--- src/rml_pkg.sv ---
`timescale 1ns / 1ps

package rml_pkg;

    // Sizing of the ring table and of the angle and coordinate paths
    localparam int MAX_RINGS  = 8;
    localparam int ANGLE_BITS = 16;
    localparam int COORD_BITS = 18;

    // Field widths
    localparam int HIT_W  = COORD_BITS;
    localparam int SLOT_W = 3;
    localparam int RAD_W  = 18;
    localparam int CNT_W  = 8;
    localparam int NUM_W  = 11;
    localparam int RCNT_W = 4;
    localparam int HALF_W = 16;

    // Configuration port
    localparam int CFG_IDX_W  = 2;
    localparam int CFG_DATA_W = 16;
    localparam logic [CFG_IDX_W-1:0] REG_RING_COUNT = 2'd0;
    localparam logic [CFG_IDX_W-1:0] REG_HALF_SIZE  = 2'd1;

    // Operation codes carried in s_tuser
    localparam logic OP_LOCATE = 1'b0;
    localparam logic OP_WRITE  = 1'b1;

    // Stream packing, first field in the lowest bits
    localparam int X_LSB     = 0;
    localparam int Y_LSB     = X_LSB + HIT_W;
    localparam int SLOT_LSB  = Y_LSB + HIT_W;
    localparam int RAD_LSB   = SLOT_LSB + SLOT_W;
    localparam int CNT_LSB   = RAD_LSB + RAD_W;
    localparam int S_BITS    = CNT_LSB + CNT_W;
    localparam int S_TDATA_W = ((S_BITS + 7) / 8) * 8;
    localparam int M_TDATA_W = ((NUM_W + 7) / 8) * 8;

    // Datapath widths
    localparam int TURN_W = 32;
    localparam int XW     = COORD_BITS + 3;
    localparam int MW0    = (COORD_BITS > RAD_W + 1) ? COORD_BITS : RAD_W + 1;
    localparam int MW     = (MW0 > ANGLE_BITS) ? MW0 : ANGLE_BITS;
    localparam int PW     = 2 * MW;
    localparam int R2_W   = PW + 1;
    localparam int RING_W = (MAX_RINGS > 1) ? $clog2(MAX_RINGS) : 1;
    localparam int LIM_W  = $clog2(MAX_RINGS + 1);
    localparam int LOOP_N = (ANGLE_BITS > MAX_RINGS) ? ANGLE_BITS : MAX_RINGS;
    localparam int IDX_W  = $clog2(LOOP_N);
    localparam int CMP_W  = ((IDX_W > LIM_W) ? IDX_W : LIM_W) + 1;

    localparam logic [TURN_W-1:0] HALF_TURN = 32'h8000_0000;
    localparam logic [TURN_W-1:0] ROUND_BIT = 32'd1 << (31 - ANGLE_BITS);

    // Commands from the controller to the datapath
    typedef struct packed {
        logic             load;
        logic             write;
        logic             sq_x;
        logic             sq_y;
        logic             step;
        logic             round;
        logic             fetch;
        logic             mul_hi;
        logic             mul_lo;
        logic             decide;
        logic [IDX_W-1:0] idx;
    } rml_cmd_t;

    // Status from the datapath to the controller
    typedef struct packed {
        logic in_window;
    } rml_sts_t;

    // atan(2^-i) in 2^-32 turn units
    function automatic logic [TURN_W-1:0] atan_turns(input int unsigned i);
        logic [TURN_W-1:0] a;
        case (i)
            0:  a = 32'd536870912;
            1:  a = 32'd316933406;
            2:  a = 32'd167458907;
            3:  a = 32'd85004756;
            4:  a = 32'd42667331;
            5:  a = 32'd21354465;
            6:  a = 32'd10679838;
            7:  a = 32'd5340245;
            8:  a = 32'd2670163;
            9:  a = 32'd1335087;
            10: a = 32'd667544;
            11: a = 32'd333772;
            12: a = 32'd166886;
            13: a = 32'd83443;
            14: a = 32'd41722;
            15: a = 32'd20861;
            16: a = 32'd10430;
            17: a = 32'd5215;
            18: a = 32'd2608;
            19: a = 32'd1304;
            20: a = 32'd652;
            21: a = 32'd326;
            22: a = 32'd163;
            23: a = 32'd81;
            default: a = '0;
        endcase
        return a;
    endfunction

endpackage

--- src/rml_ctrl.sv ---
`timescale 1ns / 1ps

module rml_ctrl (
    input  logic                      aclk,
    input  logic                      aresetn,
    input  logic                      in_valid,
    input  logic                      in_op,
    output logic                      in_ready,
    input  logic                      out_free,
    output logic                      emit,
    input  logic [rml_pkg::LIM_W-1:0] ring_limit,
    input  rml_pkg::rml_sts_t         sts,
    output rml_pkg::rml_cmd_t         cmd
);
    import rml_pkg::*;

    localparam logic [3:0] ST_IDLE   = 4'd0;
    localparam logic [3:0] ST_SQX    = 4'd1;
    localparam logic [3:0] ST_SQY    = 4'd2;
    localparam logic [3:0] ST_CORDIC = 4'd3;
    localparam logic [3:0] ST_ROUND  = 4'd4;
    localparam logic [3:0] ST_FETCH  = 4'd5;
    localparam logic [3:0] ST_MUL_HI = 4'd6;
    localparam logic [3:0] ST_MUL_LO = 4'd7;
    localparam logic [3:0] ST_DECIDE = 4'd8;
    localparam logic [3:0] ST_EMIT   = 4'd9;

    logic [3:0]       state_reg, state_next;
    logic [IDX_W-1:0] idx_reg, idx_next;
    logic             last_ring;

    assign last_ring = (CMP_W'(idx_reg) + CMP_W'(1)) == CMP_W'(ring_limit);

    always_comb begin
        state_next = state_reg;
        idx_next   = idx_reg;
        in_ready   = 1'b0;
        emit       = 1'b0;
        cmd        = '0;
        cmd.idx    = idx_reg;
        case (state_reg)
            ST_IDLE: begin
                in_ready = 1'b1;
                if (in_valid) begin
                    if (in_op == OP_WRITE) begin
                        cmd.write  = 1'b1;
                        state_next = ST_EMIT;
                    end else begin
                        cmd.load   = 1'b1;
                        state_next = ST_SQX;
                    end
                end
            end
            ST_SQX: begin
                cmd.sq_x   = 1'b1;
                state_next = ST_SQY;
            end
            ST_SQY: begin
                cmd.sq_y   = 1'b1;
                idx_next   = '0;
                state_next = ST_CORDIC;
            end
            ST_CORDIC: begin
                cmd.step = 1'b1;
                if (idx_reg == IDX_W'(ANGLE_BITS - 1)) begin
                    idx_next   = '0;
                    state_next = ST_ROUND;
                end else begin
                    idx_next = idx_reg + IDX_W'(1);
                end
            end
            ST_ROUND: begin
                cmd.round = 1'b1;
                if (ring_limit == '0) begin
                    state_next = ST_EMIT;
                end else begin
                    state_next = ST_FETCH;
                end
            end
            ST_FETCH: begin
                cmd.fetch  = 1'b1;
                state_next = ST_MUL_HI;
            end
            ST_MUL_HI: begin
                cmd.mul_hi = 1'b1;
                state_next = ST_MUL_LO;
            end
            ST_MUL_LO: begin
                cmd.mul_lo = 1'b1;
                state_next = ST_DECIDE;
            end
            ST_DECIDE: begin
                cmd.decide = 1'b1;
                if (sts.in_window || last_ring) begin
                    state_next = ST_EMIT;
                end else begin
                    idx_next   = idx_reg + IDX_W'(1);
                    state_next = ST_FETCH;
                end
            end
            ST_EMIT: begin
                if (out_free) begin
                    emit       = 1'b1;
                    state_next = ST_IDLE;
                end
            end
            default: begin
                state_next = ST_IDLE;
            end
        endcase
    end

    always_ff @(posedge aclk) begin
        if (!aresetn) begin
            state_reg <= ST_IDLE;
            idx_reg   <= '0;
        end else begin
            state_reg <= state_next;
            idx_reg   <= idx_next;
        end
    end

endmodule

--- src/rml_dp.sv ---
`timescale 1ns / 1ps

module rml_dp (
    input  logic                              aclk,
    input  rml_pkg::rml_cmd_t                 cmd,
    output rml_pkg::rml_sts_t                 sts,
    input  logic signed [rml_pkg::HIT_W-1:0]  hit_x,
    input  logic signed [rml_pkg::HIT_W-1:0]  hit_y,
    input  logic [rml_pkg::SLOT_W-1:0]        ring_slot,
    input  logic [rml_pkg::RAD_W-1:0]         ring_centre_radius,
    input  logic [rml_pkg::CNT_W-1:0]         ring_module_count,
    input  logic [rml_pkg::HALF_W-1:0]        half_size,
    output logic [rml_pkg::NUM_W-1:0]         res_num,
    output logic                              res_found
);
    import rml_pkg::*;

    logic signed [XW-1:0] x_reg, y_reg;
    logic [TURN_W-1:0]     z_reg;
    logic                  origin_reg;
    logic [MW-1:0]         ax_reg, ay_reg;
    logic [PW-1:0]         sqx_reg, sqy_reg;
    logic [R2_W-1:0]       r2_reg;
    logic [ANGLE_BITS-1:0] turns_reg;
    logic [RAD_W-1:0]      rad_tab_reg [MAX_RINGS];
    logic [CNT_W-1:0]      cnt_tab_reg [MAX_RINGS];
    logic [MW-1:0]         hi_reg, lo_reg;
    logic                  lo_on_reg;
    logic [CNT_W-1:0]      cnt_reg, col_reg;
    logic [PW-1:0]         hi2_reg, lo2_reg;
    logic [NUM_W-1:0]      total_reg, res_num_reg;
    logic                  res_found_reg;

    logic signed [XW-1:0] hx_ext, hy_ext, x_in, y_in, sx, sy;
    logic                  x_neg;
    logic [TURN_W-1:0]     z_round;
    logic [RING_W-1:0]     rsel;
    logic [RAD_W-1:0]      rad_rd;
    logic [CNT_W-1:0]      cnt_rd, col_lim;
    logic [MW-1:0]         mul_a, mul_b;
    logic [PW-1:0]         prod;
    logic                  in_window;

    // Fold the left half-plane onto the right before the vectoring steps
    assign hx_ext = XW'(hit_x);
    assign hy_ext = XW'(hit_y);
    assign x_neg  = hit_x[HIT_W-1];
    assign x_in   = x_neg ? -hx_ext : hx_ext;
    assign y_in   = x_neg ? -hy_ext : hy_ext;

    assign sx      = x_reg >>> cmd.idx;
    assign sy      = y_reg >>> cmd.idx;
    assign z_round = z_reg + ROUND_BIT;

    assign rsel   = cmd.idx[RING_W-1:0];
    assign rad_rd = rad_tab_reg[rsel];
    assign cnt_rd = cnt_tab_reg[rsel];

    // One shared multiplier
    always_comb begin
        mul_a = '0;
        mul_b = '0;
        if (cmd.sq_x) begin
            mul_a = ax_reg;
            mul_b = ax_reg;
        end else if (cmd.sq_y) begin
            mul_a = ay_reg;
            mul_b = ay_reg;
        end else if (cmd.fetch) begin
            mul_a = MW'(turns_reg);
            mul_b = MW'(cnt_rd);
        end else if (cmd.mul_hi) begin
            mul_a = hi_reg;
            mul_b = hi_reg;
        end else if (cmd.mul_lo) begin
            mul_a = lo_reg;
            mul_b = lo_reg;
        end
    end

    assign prod = mul_a * mul_b;

    assign in_window = (r2_reg < R2_W'(hi2_reg)) &&
                       (!lo_on_reg || (r2_reg > R2_W'(lo2_reg)));
    assign col_lim = ((cnt_reg != '0) && (col_reg > cnt_reg - CNT_W'(1))) ?
                     cnt_reg - CNT_W'(1) : col_reg;

    always_ff @(posedge aclk) begin
        if (cmd.load || cmd.write) begin
            total_reg     <= '0;
            res_num_reg   <= '0;
            res_found_reg <= 1'b0;
        end
        if (cmd.load) begin
            x_reg      <= x_in;
            y_reg      <= y_in;
            z_reg      <= x_neg ? HALF_TURN : '0;
            origin_reg <= (hit_x == '0) && (hit_y == '0);
            ax_reg     <= MW'(x_in);
            ay_reg     <= MW'(hit_y[HIT_W-1] ? -hy_ext : hy_ext);
        end
        if (cmd.write && (int'(ring_slot) < MAX_RINGS)) begin
            rad_tab_reg[RING_W'(ring_slot)] <= ring_centre_radius;
            cnt_tab_reg[RING_W'(ring_slot)] <= ring_module_count;
        end
        if (cmd.sq_x) begin
            sqx_reg <= prod;
        end
        if (cmd.sq_y) begin
            sqy_reg <= prod;
        end
        if (cmd.step) begin
            if (!y_reg[XW-1]) begin
                x_reg <= x_reg + sy;
                y_reg <= y_reg - sx;
                z_reg <= z_reg + atan_turns(int'(cmd.idx));
            end else begin
                x_reg <= x_reg - sy;
                y_reg <= y_reg + sx;
                z_reg <= z_reg - atan_turns(int'(cmd.idx));
            end
        end
        if (cmd.round) begin
            r2_reg    <= R2_W'(sqx_reg) + R2_W'(sqy_reg);
            turns_reg <= origin_reg ? '0 : z_round[TURN_W-1 -: ANGLE_BITS];
        end
        if (cmd.fetch) begin
            hi_reg    <= MW'(rad_rd) + MW'(half_size);
            lo_reg    <= MW'(rad_rd) - MW'(half_size);
            lo_on_reg <= MW'(rad_rd) > MW'(half_size);
            cnt_reg   <= cnt_rd;
            col_reg   <= prod[ANGLE_BITS +: CNT_W];
        end
        if (cmd.mul_hi) begin
            hi2_reg <= prod;
        end
        if (cmd.mul_lo) begin
            lo2_reg <= prod;
        end
        if (cmd.decide) begin
            if (in_window) begin
                res_num_reg   <= total_reg + NUM_W'(col_lim);
                res_found_reg <= 1'b1;
            end else begin
                total_reg <= total_reg + NUM_W'(cnt_reg);
            end
        end
    end

    assign sts.in_window = in_window;
    assign res_num       = res_num_reg;
    assign res_found     = res_found_reg;

endmodule

--- src/ring_module_locator_top.sv ---
`timescale 1ns / 1ps

// Locate: SQX, SQY, 16 CORDIC steps on one shared adder set and ROUND, then for each ring examined
//   (0..8) FETCH, MUL_HI, MUL_LO and DECIDE on one multiplier, then EMIT raises m_tvalid.
// Ring table write: the table is written at the input transfer, then EMIT raises m_tvalid.
// Throughput: one item at a time, a new transfer only once the last result is emitted;
//   a result stalled at m_tvalid holds back only the result after it, not the next transfer.
// Reset (aresetn low, synchronous) clears control and both configuration registers.
module ring_module_locator_top (
    input  logic                               aclk,
    input  logic                               aresetn,
    // input stream
    input  logic                               s_tvalid,
    output logic                               s_tready,
    // from bit 0: hit_x, hit_y, ring_slot, ring_centre_radius, ring_module_count, zero pad
    input  logic [rml_pkg::S_TDATA_W-1:0]      s_tdata,
    // bit 0: operation
    input  logic                               s_tuser,
    // result stream
    output logic                               m_tvalid,
    input  logic                               m_tready,
    // from bit 0: module_number, zero pad
    output logic [rml_pkg::M_TDATA_W-1:0]      m_tdata,
    // bit 0: found
    output logic                               m_tuser,
    // configuration write channel
    input  logic                               cfg_valid,
    output logic                               cfg_ready,
    input  logic [rml_pkg::CFG_IDX_W-1:0]      cfg_index,
    input  logic [rml_pkg::CFG_DATA_W-1:0]     cfg_data
);
    import rml_pkg::*;

    logic [RCNT_W-1:0]    ring_count_reg;
    logic [HALF_W-1:0]    half_size_reg;
    logic [LIM_W-1:0]     ring_limit;

    logic                 m_valid_reg, m_valid_next;
    logic [NUM_W-1:0]     m_num_reg;
    logic                 m_found_reg;

    logic                 out_free;
    logic                 emit;
    rml_cmd_t             cmd;
    rml_sts_t             sts;
    logic [NUM_W-1:0]     res_num;
    logic                 res_found;

    // Configuration: every transfer is taken at once, unknown indexes dropped
    assign cfg_ready = 1'b1;

    always_ff @(posedge aclk) begin
        if (!aresetn) begin
            ring_count_reg <= '0;
            half_size_reg  <= '0;
        end else if (cfg_valid && cfg_ready) begin
            case (cfg_index)
                REG_RING_COUNT: ring_count_reg <= cfg_data[RCNT_W-1:0];
                REG_HALF_SIZE:  half_size_reg  <= cfg_data[HALF_W-1:0];
                default: ;
            endcase
        end
    end

    // Never walk more rings than the table holds
    always_comb begin
        if (int'(ring_count_reg) > MAX_RINGS) begin
            ring_limit = LIM_W'(MAX_RINGS);
        end else begin
            ring_limit = LIM_W'(ring_count_reg);
        end
    end

    // The output register is free when empty or being drained this cycle
    assign out_free = !m_valid_reg || m_tready;

    rml_ctrl u_ctrl (
        .aclk       (aclk),
        .aresetn    (aresetn),
        .in_valid   (s_tvalid),
        .in_op      (s_tuser),
        .in_ready   (s_tready),
        .out_free   (out_free),
        .emit       (emit),
        .ring_limit (ring_limit),
        .sts        (sts),
        .cmd        (cmd)
    );

    rml_dp u_dp (
        .aclk               (aclk),
        .cmd                (cmd),
        .sts                (sts),
        .hit_x              (s_tdata[X_LSB +: HIT_W]),
        .hit_y              (s_tdata[Y_LSB +: HIT_W]),
        .ring_slot          (s_tdata[SLOT_LSB +: SLOT_W]),
        .ring_centre_radius (s_tdata[RAD_LSB +: RAD_W]),
        .ring_module_count  (s_tdata[CNT_LSB +: CNT_W]),
        .half_size          (half_size_reg),
        .res_num            (res_num),
        .res_found          (res_found)
    );

    // Output register: load on emit, hold while stalled, drop after the transfer
    always_comb begin
        m_valid_next = m_valid_reg;
        if (emit) begin
            m_valid_next = 1'b1;
        end else if (m_tready) begin
            m_valid_next = 1'b0;
        end
    end

    always_ff @(posedge aclk) begin
        if (!aresetn) begin
            m_valid_reg <= 1'b0;
        end else begin
            m_valid_reg <= m_valid_next;
        end
    end

    always_ff @(posedge aclk) begin
        if (emit) begin
            m_num_reg   <= res_num;
            m_found_reg <= res_found;
        end
    end

    assign m_tvalid = m_valid_reg;
    assign m_tdata  = M_TDATA_W'(m_num_reg);
    assign m_tuser  = m_found_reg;

endmodule
--- config.mk ---
export PLATFORM = sky130hd
export DESIGN_NAME = ring_module_locator_top
export DESIGN_NICKNAME = d
export VERILOG_FILES = /design/src/rml_pkg.sv /design/src/rml_ctrl.sv /design/src/rml_dp.sv /design/src/ring_module_locator_top.sv
export SDC_FILE = /design/constraint.sdc
export NUM_CORES = 2
export LEC_CHECK = 0
export BUFFER_PORTS_ARGS = -buffer_cell sky130_fd_sc_hd__buf_2
export CAP_MARGIN = 20
export CORE_MARGIN = 10
export CORE_UTILIZATION = 65
export CTS_CLUSTER_SIZE = 40
export DETAILED_ROUTE_END_ITERATION = 10
export PLACE_DENSITY = 0.88
export REMOVE_ABC_BUFFERS = 1
export SYNTH_ARGS = -nofsm -noshare
export SYNTH_HDL_FRONTEND = slang
export SYNTH_SLANG_ARGS = --single-unit
export TNS_END_PERCENT = 30
--- constraint.sdc ---
create_clock -name aclk -period 10.9 [get_ports aclk]
set_input_delay 1.635 -clock aclk [delete_from_list [all_inputs] [get_ports aclk]]
set_output_delay 1.635 -clock aclk [all_outputs]
set_load 0.1 [all_outputs]
# After elaboration in Yosys (flattened, before gate mapping)
# Memories as Yosys holds them, arrays and structs flattened. A register that Yosys moved wholly into a read port is not among the register bits.
# Index checks and enable logic that the tools add are counted.
# Widths: inputs -> output; s select.
# totals
register_bits	439
ram_bits	208
rom_bits	960
out_inout_bits	20
memories	4
# op_classes
add_sub_neg	17
mul	1
magnitude_cmp	5
n_eq_ne	16
shifts	2
n_mux	73
n_reduce_logical	22
# mem_list
memory	depth	width	rd	rd_clocked_by_memory_dff	write_ports	line	text
(name not given)	16	30	1	1	0	rml_pkg.sv:78	case (i)
(name not given)	16	30	1	1	0	rml_pkg.sv:78	
u_dp.rad_tab_reg	8	18	1	1	1	rml_dp.sv:25	logic [RAD_W-1:0] rad_tab_reg [MAX_RINGS];
u_dp.cnt_tab_reg	8	8	1	1	1	rml_dp.sv:26	logic [CNT_W-1:0] cnt_tab_reg [MAX_RINGS];
# ops
op	count
$mux 32	8
$mux 21	8
$mux 19	8
$mux 11	6
$mux 4	13
$add 21x21->21	2
$neg 18->21	2
$sshr 21x4->21	2
$sub 21x21->21	2
$pmux 4 s10	1
$add 38x38->39	1
$gt 39x38->1	1
$lt 39x38->1	1
$mul 19x19->38	1
$logic_not 18->1	2
$add 32x16->32 const B	1
$add 32x32->32	1
$sub 32x32->32	1
$add 11x8->11	2
$mux 1	20
$add 18x16->19	1
$sub 18x16->19	1
$gt 18x16->1	1
$mux 17	1
other kinds (27)	49

# Logic depth before layout (Yosys ltp)
# depth
depth_word	8
ltp_mapped	34

# Modules after synthesis
# From an unflattened synthesis, not the netlist that was laid out.
# unflattened
cells_unflattened	4639
area_unflattened_um2	49546.3
# modules_own_cells
module	instances	cells_per_inst	area_each_um2	seq_area_each_um2
rml_dp	1	4427	47505.6	17937.2
ring_module_locator_top	1	112	1281.2	780.7
rml_ctrl	1	100	759.5	160.2

# Least setup slack after synthesis
# No wires, ideal clock.
# synth_timing
path_type	register to register
from	register u_ctrl.state_reg[0]
to	register u_dp.x_reg[0], enable pin
setup_ns	0.609
t_arrival_ns	8.738
required_ns	10.291
slack_ns	1.553
stages_incl_launch_ff	7
n_path_buf	2
synth_period_minus_slack_ns	9.347
path_cell_list	dfxtp_1 or2_2 nor3_1 nand2_1 clkbuf_1 clkbuf_1 o21ai_0
# synth_via
elab_chain_cells	3
elab_cells_between_ends	5
# synth_rtl
item	line	text
start: declaration	rml_ctrl.sv:28	logic [3:0] state_reg, state_next;
start signal: assignment	rml_ctrl.sv:118	state_reg <= state_next;
$eq 4x2->1 or $logic_not 4->1 (tied branches)	rml_ctrl.sv:41	case (state_reg)
$mux 1 or $mux 2 (tied branches)	rml_ctrl.sv:41	
$reduce_bool 2->1 (no source line) (*)	--	
end signal: assignment	rml_dp.sv:95	x_reg <= x_in;
end signal: assignment	rml_dp.sv:114	x_reg <= x_reg + sy;
end signal: assignment	rml_dp.sv:118	x_reg <= x_reg - sy;
end: declaration	rml_dp.sv:18	logic signed [XW-1:0] x_reg, y_reg;
# Mark *: on every way between the ends. The rest lies on a longest branch, timed or not.
# A chain may end at the register's enable or synchronous reset.

# Final worst setup path
# layout_timing
from	register u_ctrl.state_reg[0]
to	register u_dp.sqy_reg[33] (data pin)
# layout_via
elab_chain_cells	8
elab_cells_between_ends	19
# layout_rtl
item	line	text
$eq 4x3->1	rml_ctrl.sv:41	
$mux 1	rml_ctrl.sv:41	
$mux 19	rml_dp.sv:75	end else if (cmd.mul_lo) begin
$mux 19	rml_dp.sv:72	end else if (cmd.mul_hi) begin
$mux 19	rml_dp.sv:69	end else if (cmd.fetch) begin
$mux 19	rml_dp.sv:66	end else if (cmd.sq_y) begin
$mux 19	rml_dp.sv:63	if (cmd.sq_x) begin
$mul 19x19->38 (*)	rml_dp.sv:81	assign prod = mul_a * mul_b;
via u_dp.prod[33]	rml_dp.sv:41	logic [PW-1:0] prod;
end signal: assignment	rml_dp.sv:110	sqy_reg <= prod;
end: declaration	rml_dp.sv:22	logic [PW-1:0] sqx_reg, sqy_reg;
# The timed path passes the listed nets; every way through them passes the cells marked *.

==> impl_metrics.toml <==
[worst_setup_path]
crit_type = "register to register"
reg2reg_slack_ns = 0.56
worstPathRequired_ns = 11.31
rr_startpoint = "u_ctrl.state_reg[0]"
cpMostUsedCell = "fa_1"
worst_path_largest_cell_delay_ns = 0.86
critPathCaptureType = "register"
crit_arrival_ns = 10.75
crit_path_start_kind = "register"
crit_fanout = 42
cp_slowest_cell = "dfxtp_1"
rr_worst_depth = 30
r2r-end = "u_dp.sqy_reg[33]"

[timing]
max_freq_ghz = 0.0967
worstMarginPinSlew_ns = 1.18
finalSetupViolations = 0
hold_viol = 0
min_period_over_period_pct = 94.8
relSlewSlack_pct = 20.9
holdWs_ns = 0.434
setup_tns_ns = 0
fin_crit_ns = 10.34
rsz0062_at_grt = "false"
final_max_slew_viol_count = 0
finClkSkew_ns = 0.0336

[synth]
ys_types = 93
yosys-top-cells-count = "inv_1 (651), edfxtp_1 (594), nand2_1 (459), ha_1 (374), nor2_1 (343)"
seq_area_frac_synth_pct = 39.0
synth-async-reset-ratio_pct = 0
synth_top_area_cell = "edfxtp_1"
synth-compound-area-share_pct = 10.3
yosys_warnings = 0
synth_edf_count = 594
synthMuxAreaShare_pct = 6.41
avgSynthCellArea_um2 = 10.6
synth.most_common_cell = "inv_1"
synth_ff_type = "edfxtp_1"
synthCells = 4741
ys_seq_elements = 679
synth_xor_area_share_pct = 5.16
synth_top_cells_by_area = "edfxtp_1 (36%), fa_1 (12%), ha_1 (9.3%)"
synth_adder_area_share_pct = 21.0
synth_top_area_share_pct = 35.6
synth_top_family_by_area = "adder cells"
syn-cell-area_um2 = 50200
yosys.area_share.simple_pct = 11.6

[cts]
cts_resized = 0
clk_pin_slew_ns = 0.06
numCtsBuffers = 72
cts_setup_buffers = 0
clk_latency_ns = 0.65
hold_buffers = 0
clock-root-buffer = "clkbuf_16"
cts.path.max_buffers = 3
cts_tree = "yes"
htree_levels = 3
clock_sinks = 679

[grt]
grt_use_total_pct = 28.8
overflow = 0
antenna_found_initial = 8
grt_max_degree = 77
grt_pass1_vias = 37898
grt_pass1_wl_um = 204000

[worst_hold_path]
min-delay-start = "u_dp.res_num[4]"
holdPathEnd = "m_num_reg[4]"
hold_path.class = "register to register"
holdPathStages = 0

[die]
core-area_um2 = 76200
chipWidth_um = 298
std_cell_rows = 101
floorplan.die_area_um2 = 88700
io-pin-count = 116
start_util_pct = 65.8
die_y_um = 298

[placed_design]
placed_cells = 5754
hpwl_um = 92900
port_buffers = 102
gp_congestion = 0.983

[final_layout]
nFillCells = 4948
nNetsFinal = 5564
largest_reg_flops = 144
syn_to_final_growth_pct = 8.29
drive_gt1_share_pct = 9.51
stdcell_count = 5893

[detailed_routing]
drc = 0
viasPerCell = 6.30
drt_iter0_drc = 4214
postRouteAntennaNets = 0
wirelength_um = 130000
drt-pass1-iter-count = 9
routedWlPerCell_um = 22.1
vias = 37152

[flow_run]
cap_violations = 0

[outcome]
run_status = "finished, final reports clean"
layout by cell type, fill, tap and decap left out, drive strengths merged, types with 51 or more instances in the layout:
cell    instances
nand3          59
fa            293
inv           662
xnor2         197
nand2b         52
nor2          345
mux4           96
clkbuf         90
nand2         460
o21ai         172
buf           156
nor2b          51
nor3           81
edfxtp        594
xor2           96
dfxtp          85
mux2i          60
a21oi         227
a21o           92
and2           55
ha            374
critical path, delay by kind of cell (launching register included):
family | cells | cell delay, ns
fa+ha+maj | 7 | 3.34
compound gates | 9 | 3.34
buf+inv | 8 | 1.24
simple gates | 5 | 1.06
flops | 1 | 0.86
xor+xnor | 1 | 0.23
logic make-up (layout without fill, tap and decap cells):
logic type | Yosys count | in the layout
and+or+nand+nor | 1266 | 1266
buffers and inverters | 834 | 946
AOI/OAI and AO/OA | 804 | 804
DFF | 679 | 679
adders and majority gates | 668 | 668
xor gates and xnor gates | 294 | 294
muxes | 194 | 194
other | 2 | 12
metal layers:
metal / wire (um) / vias to the layer above / track usage [%]
met3: 13600 / 546 / 6.96
met4: 7480 / 6 / 15.1
met2: 61800 / 2167 / 47.5
li1: - / 16499 / -
met5: 46 / - / 0
met1: 47000 / 17934 / 34.8
worst max-delay path by stage:
| stage | startpoint | cells past startpoint | slack (ns) | to |
|---|---|---|---|---|
| detailed placement | u_ctrl.state_reg[0] | 30 | 1.02 | u_dp.sqx_reg[37] |
| floorplan | u_ctrl.state_reg[1] | 4 | 0.59 | u_dp.x_reg[0] |
| CTS | u_ctrl.state_reg[0] | 30 | 0.90 | u_dp.sqx_reg[33] |
| global route | u_ctrl.state_reg[0] | 30 | 0.12 | u_dp.hi2_reg[33] |
| global placement | u_ctrl.state_reg[0] | 30 | 1.25 | u_dp.sqx_reg[37] |
| finish | u_ctrl.state_reg[0] | 30 | 0.56 | u_dp.sqy_reg[33] |
layout make-up:
class	instances	area, um^2	area share (%)
diodes	4	10.0	0.0184
clock buffers	88	2000	3.68
clock inverters	44	562	1.03
inverters	656	2460	4.53
multi-input cells	3234	27500	50.6
flip-flops and latches	679	19500	36.0
well taps	1030	1290	2.37
repair buffers	158	941	1.73
through the flow:
stage	worst slack [ns]	area (um^2)	util (%)
6_report	0.562	54300	71.3
5_1_grt	0.123	54300	71.3
2_1_floorplan	0.594	49400	-
3_5_place_dp	1.02	51700	67.9
3_3_place_gp	1.25	51700	67.9
4_1_cts	0.895	54300	71.2
Power is left out: the tool's default activity adds up to more than one toggle a clock period on the data nets, which glitch-free logic cannot reach.
